**config.mk**
```make
export PLATFORM = sky130hd
export DESIGN_NAME = swac_ram
export DESIGN_NICKNAME = d
export VERILOG_FILES = /design/src/hw/rtl/swac_ram.sv
export SDC_FILE = /design/constraint.sdc
export NUM_CORES = 2
export LEC_CHECK = 0
export BUFFER_PORTS_ARGS = -buffer_cell sky130_fd_sc_hd__buf_4
export CORE_MARGIN = 5
export CORE_UTILIZATION = 30
export CTS_CLUSTER_DIAMETER = 80
export DETAILED_ROUTE_END_ITERATION = 6
export PLACE_DENSITY_LB_ADDON = 0.25
export SLEW_MARGIN = 20
export SYNTH_ARGS = -nofsm -noshare
export SYNTH_HDL_FRONTEND = slang
export SYNTH_SLANG_ARGS = --single-unit
export TNS_END_PERCENT = 50
```
**constraint.sdc**
```tcl
create_clock -name clk -period 3.25 [get_ports clk]
set_input_delay 0.1625 -clock clk [delete_from_list [all_inputs] [get_ports clk]]
set_output_delay 0.1625 -clock clk [all_outputs]
set_load 0.05 [all_outputs]
```
**src/hw/rtl/swac_ram.sv**
```systemverilog
// Generic single-write, single-read RAM with registered read data.
module swac_ram #(
  parameter int WIDTH = 32,
  parameter int DEPTH = 64
) (
  input  logic                                  clk,
  input  logic                                  we,
  input  logic [(DEPTH > 1 ? $clog2(DEPTH) : 1)-1:0] waddr,
  input  logic [WIDTH-1:0]                      wdata,
  input  logic [(DEPTH > 1 ? $clog2(DEPTH) : 1)-1:0] raddr,
  output logic [WIDTH-1:0]                      rdata
);

  logic [WIDTH-1:0] mem [DEPTH];

  always_ff @(posedge clk) begin
    if (we) begin
      mem[waddr] <= wdata;
    end
    rdata <= mem[raddr];
  end

endmodule

```
; Yosys cells after proc, flatten, opt, wreduce, memory -nomap -nowiden
; Memories as Yosys holds them, arrays and structs flattened. A register that Yosys moved wholly into a read port is not among the register bits.
; Cells that the tools add are included.
; W data, S select, Z words.
[totals]
memories = 1
elab_cells = 3
latchBits = 0
ramBits = 2048
ff_bits = 0
rom_bits = 0
out_inout_bits = 32
[classes]
mul = 0
n_reduce_logical = 0
div = 0
order_cmp = 0
n_shift = 0
muxes = 2
bitwise_logic = 0
add_sub_neg = 0
eq_ne = 0
[mem_list]
columns = name, words, width, rd, rd_clocked_by_memory_dff, wr, line
row1 = mem, 64, 32, 1, 1, 1, 14  ; logic [WIDTH-1:0] mem [DEPTH];
[op_table]
columns = operator, n
row1 = $mux W1, 2

; Depth between registers and ports, before layout
[logic_depth]
depth_word = 2
depth_mapped = 10

; Worst setup path after synthesis
; Ideal clock, no wire load.
[synth_path]
path_type = input-to-reg
from = input port waddr[3] (netlist name)
to = memory mem[48][0], enable pin
setup_slack_ps = -72
path_stages = 4
arrival_ps = 2861
cell_sequence = clkbuf_1 -> nor2b_1 -> nand4b_1 -> nor3_1
[synth_rtl]
columns = item, line
row1 = start: declaration, 8  ; input logic [(DEPTH > 1 ? $clog2(DEPTH) : 1)-1:0] waddr,
row2 = end: declaration, 14
; Straight into the memory's write port.

==> flow_results.xml <==
<?xml version="1.0" encoding="UTF-8"?>
<metrics>
  <group name="min_path">
    <metric name="hold_path_startpoint" unit="">raddr[5]</metric>
    <metric name="hold_path_end" unit="">rdata[18]$_DFF_P_</metric>
    <metric name="whs_path_depth" unit="">5</metric>
    <metric name="hold_path_class" unit="">in2reg</metric>
  </group>
  <group name="detailed_routing">
    <metric name="routed-via-count" unit="">37020</metric>
    <metric name="drcViolationCount" unit="">0</metric>
    <metric name="final_antenna_net_count" unit="">0</metric>
    <metric name="detail_route.wirelength" unit="um">218300</metric>
    <metric name="route.detailed.wl_per_inst" unit="um">29.58</metric>
    <metric name="vias_per_instance" unit="">5.015</metric>
    <metric name="drt-pass1-iter-count" unit="">5</metric>
    <metric name="detailedRoute.firstIterationViolations" unit="">3284</metric>
  </group>
  <group name="yosys">
    <metric name="synthesized_net_count" unit="">3370</metric>
    <metric name="post_synthesis_cell_area" unit="mm^2">0.07852</metric>
    <metric name="synth.area.mux_share" unit="%">16.79</metric>
    <metric name="synth.largest_area_cell" unit="">sky130_fd_sc_hd__edfxtp_1</metric>
    <metric name="synth_xor_xnor_area_share" unit="%">0</metric>
    <metric name="syn-mean-instance-area" unit="um^2">23.62</metric>
    <metric name="synth-warning-count" unit="">0</metric>
    <metric name="netlist-cell-type-count" unit="">34</metric>
    <metric name="synth_compound_gate_area_share" unit="%">1.673</metric>
    <metric name="synth_top_family_by_area" unit="">multiplexers</metric>
    <metric name="post_synth_simple_gate_area" unit="%">1.265</metric>
    <metric name="post_synth_inst_count" unit="">3324</metric>
    <metric name="number_of_enable_type_register_cells_in_the_synthesized_netlist" unit="">2048</metric>
    <metric name="yosysMostFrequentCell" unit="">sky130_fd_sc_hd__edfxtp_1</metric>
    <metric name="synth.top_cells.by_count" unit="">2048 x sky130_fd_sc_hd__edfxtp_1, 544 x sky130_fd_sc_hd__mux4_2, 137 x sky130_fd_sc_hd__nor2_1</metric>
    <metric name="synth_seq_area_share" unit="%">79.14</metric>
    <metric name="async_flop_share" unit="%">0</metric>
    <metric name="yosys-top-cells-area" unit="">sky130_fd_sc_hd__edfxtp_1 78%, sky130_fd_sc_hd__mux4_2 16%, sky130_fd_sc_hd__mux2i_1 1.2%</metric>
    <metric name="synth_fa_ha_area_share" unit="%">0</metric>
    <metric name="synth_seq_cells" unit="">2080</metric>
    <metric name="ys_dominant_reg_cell" unit="">sky130_fd_sc_hd__edfxtp_1</metric>
    <metric name="synth_top_area_share" unit="%">78.33</metric>
  </group>
  <group name="placement">
    <metric name="place_worst_setup_slack" unit="ns">-0.1189</metric>
    <metric name="placedCellCount" unit="">6939</metric>
    <metric name="cell_area_reported_after_detailed_placement" unit="mm^2">0.08552</metric>
    <metric name="place.gp.congestion" unit="">0.7498</metric>
    <metric name="buffer_ports.inserted" unit="">77</metric>
    <metric name="dp.final_hpwl" unit="um">123700</metric>
  </group>
  <group name="clock_tree">
    <metric name="insertion_delay" unit="ns">0.86</metric>
    <metric name="post-cts-setup-buffer-count" unit="">0</metric>
    <metric name="cts-hold-fix-buffers" unit="">38</metric>
    <metric name="post_cts.resized_instances" unit="">0</metric>
    <metric name="cts_buffers" unit="">215</metric>
    <metric name="ctsHtreeMaxLevel" unit="">4</metric>
    <metric name="clock_tree.buffer_depth" unit="">3</metric>
    <metric name="cts_num_sinks" unit="">2080</metric>
    <metric name="tritoncts" unit="">built</metric>
    <metric name="cts.reportedPaths.clkPinSlew" unit="ns">0.06</metric>
    <metric name="clk_root_buffer_cell" unit="">sky130_fd_sc_hd__clkbuf_16</metric>
  </group>
  <group name="pwr">
    <metric name="vdd_ir_drop_max" unit="mV">0.4965</metric>
    <metric name="power_leakage" unit="nW">28.68</metric>
    <metric name="finalPower" unit="mW">57.36</metric>
    <metric name="power_per_cell_area" unit="mW/mm^2">617.3</metric>
  </group>
  <group name="grt">
    <metric name="grt_antenna_before_repair" unit="">8</metric>
    <metric name="overflow" unit="">0</metric>
    <metric name="grt_pass1_vias" unit="">38210</metric>
    <metric name="grt_pass1_wl" unit="um">305700</metric>
    <metric name="globalRouteTotalUtil" unit="%">15.90</metric>
    <metric name="grt_max_degree" unit="">65</metric>
  </group>
  <group name="run_status">
    <metric name="outcome" unit="">completed</metric>
  </group>
  <group name="finish">
    <metric name="final_cell_count_no_fill" unit="">7381</metric>
    <metric name="nFillCells" unit="">23990</metric>
    <metric name="finish.instance_area" unit="mm^2">0.09292</metric>
    <metric name="layout_cells_sized_above_1" unit="%">31.55</metric>
    <metric name="layout-area-overhead-vs-synth" unit="%">18.34</metric>
    <metric name="nNetsFinal" unit="">3744</metric>
    <metric name="finish.utilization" unit="%">35.71</metric>
  </group>
  <group name="floorplanning">
    <metric name="coreArea" unit="mm^2">0.2602</metric>
    <metric name="initial_utilization" unit="%">30.18</metric>
    <metric name="io_pins" unit="">78</metric>
    <metric name="dieHeight" unit="um">521.6</metric>
    <metric name="placement_rows" unit="">187</metric>
    <metric name="die_w" unit="um">521.6</metric>
    <metric name="design.die.area" unit="mm^2">0.2721</metric>
  </group>
  <group name="timing">
    <metric name="finalSetupViolations" unit="">0</metric>
    <metric name="grt_setup_unrepaired" unit="">no</metric>
    <metric name="max_slew.worst_pin.slew" unit="ns">0.9663</metric>
    <metric name="fin_worst_hold_slack" unit="ns">0.1462</metric>
    <metric name="final_critical_path_setup_slack" unit="ns">0.7361</metric>
    <metric name="final_number_of_hold_violating_endpoints" unit="">0</metric>
    <metric name="period_share" unit="%">77.35</metric>
    <metric name="fmax" unit="MHz">397.8</metric>
    <metric name="slew_headroom" unit="%">35.58</metric>
    <metric name="fin_worst_skew" unit="ns">0.03746</metric>
    <metric name="setup_tns" unit="ns">0</metric>
    <metric name="report.final.slew_viol_count" unit="">0</metric>
    <metric name="final.min_clock_period" unit="ns">2.514</metric>
  </group>
  <group name="worst_setup_path">
    <metric name="reg_to_reg_slack_setup" unit="ns">0.86</metric>
    <metric name="timing.reg2reg.worst_path_depth" unit="">4</metric>
    <metric name="maximum_fanout_along_the_worst_path" unit="">27</metric>
    <metric name="r2r_end" unit="">rdata[0]$_DFF_P_</metric>
    <metric name="critical-path-max-stage-delay" unit="ns">0.56</metric>
    <metric name="series_of_cell_instances_along_the_critical_path" unit="">dlygate4sd3_1, buf_6, nand3b_1, buf_4, o221ai_1, a21oi_1, a21oi_1, buf_4, nor2_1</metric>
    <metric name="rr_startpoint" unit="">mem[39][0]$_DFFE_PP_</metric>
    <metric name="worst_setup_path_end_kind" unit="">register</metric>
    <metric name="critPathSlowestCell" unit="">sky130_fd_sc_hd__nand3b_1</metric>
    <metric name="path_class" unit="">in2reg</metric>
    <metric name="worst_setup_path_start_kind" unit="">input port</metric>
    <metric name="worst-endpoint-required" unit="ns">3.96</metric>
    <metric name="worstPathArrival" unit="ns">3.22</metric>
  </group>
  <group name="flow_run">
    <metric name="drv.max_cap_violation_count" unit="">0</metric>
  </group>
</metrics>
-- metal layers --
| layer | track usage [%] | up-vias | share of wire [%] |
|---|---|---|---|
| li1 | - | 15070 | - |
| met1 | 21.74 | 20530 | 43 |
| met2 | 25.91 | 1093 | 48 |
| met5 | 0 | - | 0.012 |
| met3 | 2.692 | 315 | 5.0 |
| met4 | 5.237 | 4 | 3.3 |
-- layout by cell type, fill, tap and decap left out, drive strengths merged, types with 27 or more instances in the layout --
master	netlist	layout
mux2i	93	93
dfxtp	32	32
a21oi	62	62
o22ai	84	84
edfxtp	2048	2048
nor2	137	137
o221ai	27	27
buf	108	301
mux4	544	544
dlygate4sd3	0	38
clkbuf	74	292
clkinv	0	78
-- worst max-delay path, delay by kind of cell --
family          cells  cell delay (ns)
simple gates        2             0.82
compound gates      3             0.71
buf+inv             4             1.45
-- how the worst max path moves through the flow --
stage                                    start                    to  slack, ns  cells after the start
after floorplan                       waddr[3]  mem[49][0]$_DFFE_PP_      -0.07                      4
after global placement                raddr[0]      rdata[0]$_DFF_P_      -0.13                      7
after detailed placement              raddr[0]      rdata[0]$_DFF_P_      -0.12                      7
after CTS                 mem[39][0]$_DFFE_PP_      rdata[0]$_DFF_P_       0.75                      4
after global routing                  raddr[3]     rdata[16]$_DFF_P_       0.74                      9
final                                 raddr[3]     rdata[16]$_DFF_P_       0.74                      9
-- flip-flops by register name, summed over array words and instances (netlist names) --
| register | cells |
|---|---|
| mem | 2048 |
| rdata | 32 |
-- report_power, final --
group | internal [mW] | leakage (nW) | switching [mW]
combinational | 1.15 | 6.56 | 1.94
sequential | 29.7 | 18.7 | 0.140
clock | 14.1 | 3.43 | 10.3
-- kinds of logic after synthesis --
group | after synthesis
simple gates | 223
compound gates | 202
mux | 637
flops | 2080
buf+inv | 182
-- layout make-up --
| class | instances | area [um^2] | area share (%) |
|---|---|---|---|
| timing repair buffer | 339 | 3417 | 3.678 |
| sequential | 2080 | 62140 | 66.88 |
| clock buffer | 292 | 5913 | 6.364 |
| clock inverter | 110 | 1094 | 1.177 |
| tap | 3496 | 4374 | 4.708 |
| antenna | 2 | 5.005 | 0.005386 |
| multi-input combinational | 1062 | 15970 | 17.19 |
Note: power is estimated with default switching activity, not from simulation.
